## src/design/radio_scan_controller_macros.svh

```systemverilog
// Assertion macros used by the scan controller design file.
`ifndef RADIO_SCAN_CONTROLLER_MACROS_SVH
`define RADIO_SCAN_CONTROLLER_MACROS_SVH

`ifndef ASSERT_OFF
// Checked on every clock edge outside reset.
`define RSC_ASSERT(lbl, prop, msg) \
  lbl: assert property (@(posedge clk) disable iff (!rst_n) prop) else $error(msg);
// Checked on every clock edge, reset included.
`define RSC_ASSERT_ALWAYS(lbl, prop, msg) \
  lbl: assert property (@(posedge clk) prop) else $error(msg);
`else
`define RSC_ASSERT(lbl, prop, msg)
`define RSC_ASSERT_ALWAYS(lbl, prop, msg)
`endif

`endif

```

## src/design/rsc_pkg.sv

```systemverilog
// Types and constants of the radio scan controller.
package rsc_pkg;

  // Width of the dwell timer.
  localparam int unsigned TIMER_W = 8;

  // Event codes carried in the mode field.
  localparam logic [2:0] EV_POLL  = 3'd0;
  localparam logic [2:0] EV_TICK  = 3'd1;
  localparam logic [2:0] EV_START = 3'd2;
  localparam logic [2:0] EV_UP    = 3'd3;
  localparam logic [2:0] EV_DOWN  = 3'd4;
  localparam logic [2:0] EV_STOP  = 3'd5;

  // Resume mode register codes.
  localparam logic [1:0] RESUME_TIME = 2'd0;
  localparam logic [1:0] RESUME_LOST = 2'd1;
  localparam logic [1:0] RESUME_FIND = 2'd2;

  // Step commands.
  localparam logic [1:0] STEP_NONE = 2'd0;
  localparam logic [1:0] STEP_UP   = 2'd1;
  localparam logic [1:0] STEP_DOWN = 2'd2;

  // Beep codes.
  localparam logic [2:0] BEEP_NONE = 3'd0;
  localparam logic [2:0] BEEP_ERR  = 3'd1;
  localparam logic [2:0] BEEP_UP   = 3'd2;
  localparam logic [2:0] BEEP_DOWN = 3'd3;
  localparam logic [2:0] BEEP_STOP = 3'd4;
  localparam logic [2:0] BEEP_NUL  = 3'd5;

  // Fixed dwell timer loads.
  localparam logic [TIMER_W-1:0] DWELL_STEP  = 8'd2;
  localparam logic [TIMER_W-1:0] DWELL_START = 8'd4;
  localparam logic [TIMER_W-1:0] DWELL_HOLD  = 8'd50;

  // Scan phases.
  typedef enum logic [2:0] {
    PH_IDLE        = 3'd0,
    PH_SCANNING    = 3'd1,
    PH_WAIT_TIME   = 3'd2,
    PH_WAIT_LOST   = 3'd3,
    PH_WAIT_RECALL = 3'd4,
    PH_STOP        = 3'd5
  } phase_t;

  // One input beat.
  typedef struct packed {
    logic [2:0] mode;
    logic       squelch_open;
    logic       channel_mode;
    logic       has_scan_channels;
    logic       range_ok;
  } in_t;

  // One result beat.
  typedef struct packed {
    logic [1:0] step_cmd;
    logic       recall_pulse;
    logic [2:0] beep_code;
    logic       scan_active;
    logic [2:0] scan_state;
  } out_t;

endpackage

```

## src/design/radio_scan_controller.sv

```systemverilog
// Radio scan controller: scan sequencer with a registered result stage.
// A result beat appears in the cycle after its input beat is taken.
// Throughput: one beat per cycle while the result side does not stall, set by the single next-state stage.
// Reset (synchronous, rst_n low): idle, inactive, direction up, timers cleared.
// Reset also clears the resume mode to resume-after-time and empties the output.
`include "radio_scan_controller_macros.svh"

module radio_scan_controller #(
  parameter int unsigned LOST_TIME  = 20,
  parameter int unsigned FIND_TIME  = 20,
  parameter int unsigned SQ_CONFIRM = 3
) (
  input  logic          clk,
  input  logic          rst_n,
  input  logic          in_valid,
  output logic          in_ready,
  input  rsc_pkg::in_t  in_data,
  output logic          out_valid,
  input  logic          out_ready,
  output rsc_pkg::out_t out_data,
  input  logic          cfg_we,
  input  logic [1:0]    cfg_wdata
);
  import rsc_pkg::*;

  localparam logic [TIMER_W-1:0] LOST_LOAD = TIMER_W'(LOST_TIME);
  localparam logic [TIMER_W-1:0] FIND_LOAD = TIMER_W'(FIND_TIME);
  localparam logic [1:0]         SQ_LIMIT  = 2'(SQ_CONFIRM);

  logic [1:0]         resume_mode_r;
  phase_t             phase_r, phase_nxt;
  logic               active_r, active_nxt;
  logic               dir_down_r, dir_down_nxt;
  logic [TIMER_W-1:0] dwell_timer_r, dwell_timer_nxt;
  logic [1:0]         squelch_count_r, squelch_count_nxt;
  logic               out_valid_r;
  out_t               out_r;

  logic               accept;
  logic               want_step;
  logic [TIMER_W-1:0] timer_pre;
  phase_t             phase_pre;
  logic [1:0]         step_cmd;
  logic               recall;
  logic [2:0]         beep;

  // A new beat enters whenever the result register is free or being drained.
  assign in_ready = !out_valid_r || out_ready;
  assign accept   = in_valid && in_ready;

  // Event decode: everything except the step rule.
  always_comb begin
    phase_pre         = phase_r;
    active_nxt        = active_r;
    dir_down_nxt      = dir_down_r;
    timer_pre         = dwell_timer_r;
    squelch_count_nxt = squelch_count_r;
    want_step         = 1'b0;
    recall            = 1'b0;
    beep              = BEEP_NONE;
    unique case (in_data.mode)
      EV_POLL: begin
        if (active_r) begin
          unique case (phase_r)
            PH_SCANNING: begin
              if (in_data.squelch_open) begin
                if (squelch_count_r < SQ_LIMIT) begin
                  squelch_count_nxt = squelch_count_r + 2'd1;
                end else begin
                  unique case (resume_mode_r)
                    RESUME_TIME: begin
                      phase_pre = PH_WAIT_TIME;
                      timer_pre = LOST_LOAD;
                    end
                    RESUME_LOST: begin
                      phase_pre = PH_WAIT_LOST;
                      timer_pre = LOST_LOAD;
                    end
                    RESUME_FIND: begin
                      phase_pre = PH_STOP;
                      timer_pre = FIND_LOAD;
                    end
                    default: ;
                  endcase
                end
              end else begin
                want_step         = 1'b1;
                squelch_count_nxt = '0;
              end
            end
            PH_WAIT_TIME: begin
              if (resume_mode_r == RESUME_LOST && in_data.squelch_open) begin
                timer_pre = DWELL_HOLD;
              end
              want_step         = 1'b1;
              squelch_count_nxt = '0;
            end
            PH_WAIT_LOST: begin
              if (in_data.squelch_open) begin
                timer_pre = LOST_LOAD;
              end else if (dwell_timer_r == '0) begin
                phase_pre = PH_WAIT_RECALL;
              end
            end
            PH_WAIT_RECALL: begin
              want_step         = 1'b1;
              squelch_count_nxt = '0;
            end
            PH_STOP: begin
              phase_pre         = PH_IDLE;
              timer_pre         = '0;
              active_nxt        = 1'b0;
              recall            = 1'b1;
              squelch_count_nxt = '0;
            end
            default: ;
          endcase
        end
      end
      EV_TICK: begin
        if (dwell_timer_r != '0) begin
          timer_pre = dwell_timer_r - TIMER_W'(1);
        end
      end
      EV_START: begin
        if (active_r) begin
          beep = BEEP_NUL;
        end else if (in_data.channel_mode ? !in_data.has_scan_channels
                                          : !in_data.range_ok) begin
          beep = BEEP_ERR;
        end else begin
          // The start load keeps the step rule from firing.
          active_nxt   = 1'b1;
          phase_pre    = PH_SCANNING;
          timer_pre    = DWELL_START;
          dir_down_nxt = 1'b0;
        end
      end
      EV_UP, EV_DOWN: begin
        if (active_r) begin
          dir_down_nxt = (in_data.mode == EV_DOWN);
          beep         = (in_data.mode == EV_DOWN) ? BEEP_DOWN : BEEP_UP;
          timer_pre    = '0;
          want_step    = 1'b1;
        end
      end
      EV_STOP: begin
        if (active_r) begin
          phase_pre  = PH_IDLE;
          timer_pre  = '0;
          active_nxt = 1'b0;
          beep       = BEEP_STOP;
        end
      end
      default: begin
        if (active_r) begin
          beep = BEEP_NUL;
        end
      end
    endcase
  end

  // Step rule: step only once the dwell timer has run out.
  always_comb begin
    phase_nxt       = phase_pre;
    dwell_timer_nxt = timer_pre;
    step_cmd        = STEP_NONE;
    if (want_step && timer_pre == '0) begin
      step_cmd        = dir_down_nxt ? STEP_DOWN : STEP_UP;
      phase_nxt       = PH_SCANNING;
      dwell_timer_nxt = DWELL_STEP;
    end
  end

  // Configuration register.
  always_ff @(posedge clk) begin
    if (!rst_n) begin
      resume_mode_r <= RESUME_TIME;
    end else if (cfg_we) begin
      resume_mode_r <= cfg_wdata;
    end
  end

  // Scan state advances on every accepted beat.
  always_ff @(posedge clk) begin
    if (!rst_n) begin
      phase_r         <= PH_IDLE;
      active_r        <= 1'b0;
      dir_down_r      <= 1'b0;
      dwell_timer_r   <= '0;
      squelch_count_r <= '0;
    end else if (accept) begin
      phase_r         <= phase_nxt;
      active_r        <= active_nxt;
      dir_down_r      <= dir_down_nxt;
      dwell_timer_r   <= dwell_timer_nxt;
      squelch_count_r <= squelch_count_nxt;
    end
  end

  // Result register valid flag.
  always_ff @(posedge clk) begin
    if (!rst_n) begin
      out_valid_r <= 1'b0;
    end else if (accept) begin
      out_valid_r <= 1'b1;
    end else if (out_ready) begin
      out_valid_r <= 1'b0;
    end
  end

  // Result register payload.
  always_ff @(posedge clk) begin
    if (accept) begin
      out_r.step_cmd     <= step_cmd;
      out_r.recall_pulse <= recall;
      out_r.beep_code    <= beep;
      out_r.scan_active  <= active_nxt;
      out_r.scan_state   <= phase_nxt;
    end
  end

  assign out_valid = out_valid_r;
  assign out_data  = out_r;

  // Idle scan means idle phase and a cleared timer.
  `RSC_ASSERT(a_idle_phase, !active_r |-> (phase_r == PH_IDLE), "inactive scan not in idle phase")
  `RSC_ASSERT(a_idle_timer, !active_r |-> (dwell_timer_r == '0), "inactive scan with running timer")
  // Every accepted beat produces a result beat in the next cycle.
  `RSC_ASSERT(a_result, accept |=> out_valid_r, "accepted beat produced no result")
  // A recall always ends the scan.
  `RSC_ASSERT(a_recall_ends, (out_valid_r && out_r.recall_pulse) |-> !out_r.scan_active,
              "recall pulse while scan still active")

endmodule

```

## config.mk

```make
export PLATFORM = sky130hd
export DESIGN_NAME = radio_scan_controller
export DESIGN_NICKNAME = d
export VERILOG_FILES = /design/src/design/rsc_pkg.sv /design/src/design/radio_scan_controller.sv
export VERILOG_INCLUDE_DIRS = /design/src /design/src/design
export SDC_FILE = /design/constraint.sdc
export NUM_CORES = 1
export LEC_CHECK = 0
export BUFFER_PORTS_ARGS = -buffer_cell sky130_fd_sc_hd__buf_2
export CELL_PAD_IN_SITES_DETAIL_PLACEMENT = 0
export CELL_PAD_IN_SITES_GLOBAL_PLACEMENT = 1
export CORE_UTILIZATION = 43
export DETAILED_ROUTE_END_ITERATION = 6
export PLACE_DENSITY_LB_ADDON = 0.3
export SETUP_SLACK_MARGIN = 0.02
export SLEW_MARGIN = 40
export SYNTH_ARGS = -nofsm -noshare
export SYNTH_HDL_FRONTEND = slang
export SYNTH_SLANG_ARGS = --single-unit
```

## constraint.sdc

```tcl
create_clock -name clk -period 3.1 [get_ports clk]
set_input_delay 0 -clock clk [delete_from_list [all_inputs] [get_ports clk]]
set_output_delay 0 -clock clk [all_outputs]
set_load 0.03 [all_outputs]
```

==> results_dict.tcl, run 1 <==
set metrics [dict create \
    switching_share_pct 31.3 \
    antenna_found_initial 0 \
    detail_route.wl_per_cell_um 16.4 \
    dr.pass1.iters 5 \
    syn_area_per_cell_um2 7.83 \
    ys_warn_count 0 \
    via_per_inst 6.17 \
    ctsHoldBuffers 3 \
    status "finished, violations left" \
    fin_hold_ws_ps -8.17 \
    multi_input_area_mm2 0.00141 \
    grt_pass1_wl_um 9800 \
    path_clk_slew_ps 100 \
    final_util_pct 50.6 \
    fin_crit_sh_pct 87.8 \
    cts_tree "yes" \
    relSlewSlack_pct 57.0 \
    rsz0062_at_grt "no" \
    vdd.ir_drop.worst_v 0.000176 \
    synth_cell_type_count 62 \
    start_util_pct 45.7 \
    clkSinkCount 28 \
    finalClockSkew_ps 1.27 \
    synth_common_cells "nor2_1, nand2_1, a21oi_1" \
    drcViolationCount 0 \
    setup_violations 0 \
    p_sw_w 0.000261 \
    synth_top_cell_area_share_pct 16.3 \
    cts_buffers 3 \
    cp-start-kind "flop" \
    r2r_end "out_data[2]" \
    ys_seq_area_share_pct 29.8 \
    first_iter_violations 184 \
    hold_end "resume_mode_r[0]" \
    p_leak_nw 0.947 \
    wl_um 6030 \
    die_h_um 73.8 \
    synthFlopType "dfxtp_1" \
    cts_resized 0 \
    final_nets 320 \
    clk-insertion-delay-late_ps 290 \
    gr-total-overflow 0 \
    cp_max_fo 8 \
    seqPwrFrac_pct 48.9 \
    ys_ff_latch 28 \
    regArea_um2 661 \
    cts_root_buffer "clkbuf_8" \
    synthTopCellsByArea "dfxtp_1, edfxtp_1, nor2_1" \
    num_vias 2264 \
    die-area_mm2 0.00544 \
    areaGrowthSynthToFinish_pct 10.7 \
    rr_worst_depth 9 \
    synth_top_area_cell "dfxtp_1" \
    crit-reg2reg-launch "dwell_timer_r[0]" \
    synth_fp_nets 303 \
    rrSetupSlack_ps 380 \
    arrival_ps 2780 \
    die_x_um 73.8 \
    ios 26 \
    syn_area_mm2 0.00221 \
    ant_nets 0 \
    synthArstFlopShare_pct 0 \
    hp-start "cfg_we" \
    combPwrFrac_pct 22.4 \
    yosysMostFrequentCell "nor2_1" \
    critPathLaunch "dwell_timer_r[0]" \
    finalSetupTns_ps 0 \
    worst-setup-path-type "flop to flop" \
    max_freq_mhz 367 \
    htree_levels 1 \
    cap_violations 0 \
    pwr_density_cell_mw_per_mm2 341 \
    grtUsageTotal_pct 23.4 \
    syn_inst 283 \
    pwr-share-clk_pct 28.7 \
    fin_crit_ps 2720 \
    worstMarginPinSlew_ps 642 \
    place.gp.congestion 0.893 \
    postCtsSetupBuffers 0 \
    grt_max_degree 27 \
    synth-edff-count 10 \
    p_int_w 0.000574 \
    cts_buffer_depth 2 \
    final.fill_count 453 \
    cp-end-kind "flop" \
    grt_pass1_vias 2011 \
    violations "negative hold slack" \
    rows 25 \
    min_path_type "input pin to flop" \
    dpl.hpwl_um 4230 \
    holdPathStages 3 \
    hold_viol_final 2 \
    drv_slew 0 \
    core_area_mm2 0.00485 \
    drive_gt1_share_pct 14.7 \
    worstPathRequired_ps 3160 \
    io_buffers 25 \
]
==> cells by family (layout without fill, tap and decap cells) <==
kind of cell	Yosys count	count (layout)	synth area share (%)
other	0	1	0
muxes	7	7	3.22
AOI/OAI and AO/OA	82	82	25.1
buffers and inverters	34	50	6.44
DFF	28	28	29.8
adders and majority gates	7	7	3.84
xor gates and xnor gates	1	1	0.396
and+or+nand+nor	124	124	31.1
==> layer usage <==
layer | GRT usage [%] | part of all wire (%)
met1 | 30.6 | 44
met2 | 38.8 | 46
met3 | 3.98 | 7.7
met4 | 8.12 | 2.4
met5 | 0 | 0
==> registers in the layout (all words and copies together), names as in the netlist <==
register,cells
dwell_timer_r,8
out_valid,1
dir_down_r,1
squelch_count_r,2
resume_mode_r,2
out_data,10
phase_r,3
active_r,1
==> final cells by class <==
type                    count  area share, %
multi-input cells         221           57.6
diodes                      1          0.102
repair buffers             32           7.55
flip-flops and latches     28           27.0
well taps                  67           3.42
inverters                  14           2.14
clock buffers               4           2.25
==> per-stage QoR <==
step | area, µm² | setup slack [ps] | power, W | instances
CTS | 2450 | 461 | 0.000829 | 366
global route | 2450 | 214 | 0.000865 | 366
finish | 2450 | 378 | 0.000835 | 367
detailed placement | 2360 | 471 | 0.000598 | 359
floorplan | 2210 | 621 | 0.000548 | 283
global placement | 2360 | 514 | 0.000598 | 359
==> worst max-delay path by stage <==
stage	end	cells after the start
after floorplan	out_data[2]	10
after global placement	out_data[2]	9
after detailed placement	out_data[2]	9
after CTS	out_data[2]	9
after global routing	out_data[2]	9
final	out_data[2]	9
==> power groups by stage <==
stage	clock network [W]	logic, W	registers [W]
final	0.000239	0.000187	0.000409
after global routing	0.000248	0.000206	0.000411
after CTS	0.000236	0.000185	0.000409
after detailed placement	0	0.000181	0.000417
after global placement	0	0.000182	0.000416
after floorplan	0	0.000121	0.000426
==> worst max-delay path, stage by stage, from the launching register on <==
cell and delay, ps:
dfxtp_1 380, inv_1 120, ha_1 250, nor4b_2 360, nand2_1 240, nand2_1 220, o221ai_1 230, nor4b_4 340
nand3_4 180, and2_1 180
==> placed cells by master, fill, tap and decap left out, types with 5 or more instances in the layout <==
cell type  instances
a21oi_1           20
a31oi_1            6
buf_2             25
dfxtp_1           18
edfxtp_1          10
ha_1               6
inv_1             14
mux2i_1            6
nand2_1           25
nand2b_1           5
nand3_1            8
nor2_1            35
nor2b_1            6
nor3_1            10
nor3b_1            7
o21a_1             5
o21ai_0           17
or3_1              5
(Power assumes the default switching activity.)
==> inputs of run 2 (changes only) <==
CELL_PAD_IN_SITES_DETAIL_PLACEMENT = default   (was 0)
CELL_PAD_IN_SITES_GLOBAL_PLACEMENT = default   (was 1)
CORE_UTILIZATION = 50   (was 43)
==> run 2 against run 1 <==
  * Hold slack improved by 9.2 ps
  * Clock skew rose by 2.7 ps
  * Clock power fell by 12%
  * Worst setup slack improved by 110 ps
  * The flow now finishes without violations
  * Largest power group unchanged
  * Largest cell class unchanged
  * Sequential share of layout area rose by 0.43 points
  * Clock-buffer cell count fell by 1
  * Fmax rose by 4.1%
  * Critical path type unchanged
  * Critical endpoint unchanged
  * Flip-flop and latch count did not move
  * Cell area fell by 1.6%
  * Sequential power barely moved
  * Routed wire length fell by 4.2%
==> results_dict.tcl, run 2 (synthesis results as in run 1) <==
set metrics [dict create \
    areaGrowthSynthToFinish_pct 8.93 \
    largest_reg_flops 10 \
    ant_nets 0 \
    rrSetupSlack_ps 480 \
    critical_path.top_delay_family "simple AND/OR/NAND/NOR gates" \
    io_buffers 25 \
    cp-start-kind "flop" \
    grt_pass1_wl_um 9050 \
    r2r_end "out_data[2]" \
    status "complete, no violations" \
    core_area_mm2 0.00412 \
    cp_num_buf_inv 1 \
    rsz0062_at_grt "no" \
    path_clk_slew_ps 100 \
    final.fill_count 397 \
    relSlewSlack_pct 43.6 \
    antenna_found_initial 0 \
    die-area_mm2 0.00470 \
    crit-reg2reg-launch "dwell_timer_r[1]" \
    slowest_stage "or4b_4" \
    wl_um 5780 \
    clkSinkCount 28 \
    first_iter_violations 272 \
    final_nets 319 \
    finalClockSkew_ps 3.93 \
    vdd.ir_drop.worst_v 0.000246 \
    p_leak_nw 0.934 \
    design_area_mm2 0.00241 \
    die_x_um 68.6 \
    grt_max_degree 27 \
    holdPathStages 3 \
    place.gp.congestion 0.951 \
    finalSetupTns_ps 0 \
    cts_buffer_depth 2 \
    drcViolationCount 0 \
    hold_end "resume_mode_r[0]" \
    cts_resized 0 \
    num_vias 2170 \
    grtUsageTotal_pct 26.0 \
    final_cell_mix "nor2_1, nand2_1, buf_2" \
    cpPeakStageDelay_ps 520 \
    path_depth 9 \
    rr_worst_depth 9 \
    gr-total-overflow 0 \
    drive_gt1_share_pct 13.8 \
    ctsHoldBuffers 4 \
    layout_commonest_cell "nor2_1" \
    diodes 0 \
    cap_violations 0 \
    postCtsSetupBuffers 0 \
    arrival_ps 2670 \
    hold_viol_final 0 \
    clk-insertion-delay-late_ps 280 \
    cp-end-kind "flop" \
    htree_levels 1 \
    critPathLaunch "dwell_timer_r[1]" \
    worstPathRequired_ps 3150 \
    cp_max_fo 8 \
    worstMarginPinSlew_ps 845 \
    grt_pass1_vias 1880 \
    start_util_pct 53.8 \
    drv_slew 0 \
    ios 26 \
    dpl.hpwl_um 4100 \
    rows 23 \
    placed_cell_area_mm2 0.00233 \
    pwr_density_cell_mw_per_mm2 334 \
    cts_root_buffer "clkbuf_8" \
    detail_route.wl_per_cell_um 16.6 \
    max_freq_mhz 382 \
    fin_crit_sh_pct 84.4 \
    cts_buffers 3 \
    setup_violations 0 \
    dr.pass1.iters 5 \
    hp-start "cfg_we" \
    min_path_type "input pin to flop" \
    critical_path.cell_chain "inv_1 -> ha_1 -> or4b_4 -> nor2_1 -> nand2_1 -> a32o_1 -> nor3_2 -> nand3_4 -> and2_1" \
    via_per_inst 6.24 \
    worst-setup-path-type "flop to flop" \
    die_h_um 68.6 \
    cts_tree "yes" \
    fin_crit_ps 2620 \
]
run 2: cell types whose count changed in the layout (fill, tap and decap cells not counted):
| cell | delta |
|---|---|
| buf_4 | -2 |
| clkbuf_8 | -1 |
| clkinv_1 | +1 |
| diode_2 | -1 |
| dlygate4sd3_1 | +1 |
run 2: per-stage QoR:
stage	hold slack (ps)	instances	total power, W	setup slack (ps)	utilization, %
3_3_place_gp	242	340	0.000595	573	56.6
3_5_place_dp	248	340	0.000596	530	56.6
4_1_cts	0.757	348	0.000808	509	58.6
6_report	0.990	348	0.000806	484	58.6
5_1_grt	17.9	348	0.000843	355	58.6
2_1_floorplan	129	283	0.000548	621	-
run 2: worst max-delay path by stage:
| stage | to |
|---|---|
| 2_1_floorplan | out_data[2] |
| 3_3_place_gp | out_data[2] |
| 3_5_place_dp | out_data[2] |
| 4_1_cts | out_data[2] |
| 5_1_grt | out_data[2] |
| 6_report | out_data[2] |
run 2: worst reg2reg max path: stages, from the launching register on:
cell     delay, ps
dfxtp_1        390
inv_1          120
ha_1           230
or4b_4         520
nor2_1         200
nand2_1        100
a32o_1         270
nor3_2         220
nand3_4        160
and2_1         180
run 2: per-layer routing:
metal / vias to the layer above / wire [µm] / global-route usage, %
met3: 12 / 422 / 3.62
met4: 0 / 138 / 9.38
li1: 1069 / - / -
met5: - / 0 / 0
met1: 997 / 2590 / 35.2
met2: 92 / 2630 / 41.9
run 2: report_power, final:
part           switching (W)  internal, W
logic               0.000122    0.0000662
registers          0.0000123     0.000395
clock network       0.000121    0.0000893
total               0.000255     0.000550
run 2: final cells by class:
class / instances / area, µm² / share of cell area (%)
Sequential cell: 28 / 661 / 27.4
Multi-Input combinational cell: 221 / 1410 / 58.5
Inverter: 14 / 52.6 / 2.18
Timing Repair Buffer: 31 / 180 / 7.47
Clock buffer: 3 / 41.3 / 1.71
Tap cell: 50 / 62.6 / 2.59
Clock inverter: 1 / 3.75 / 0.156
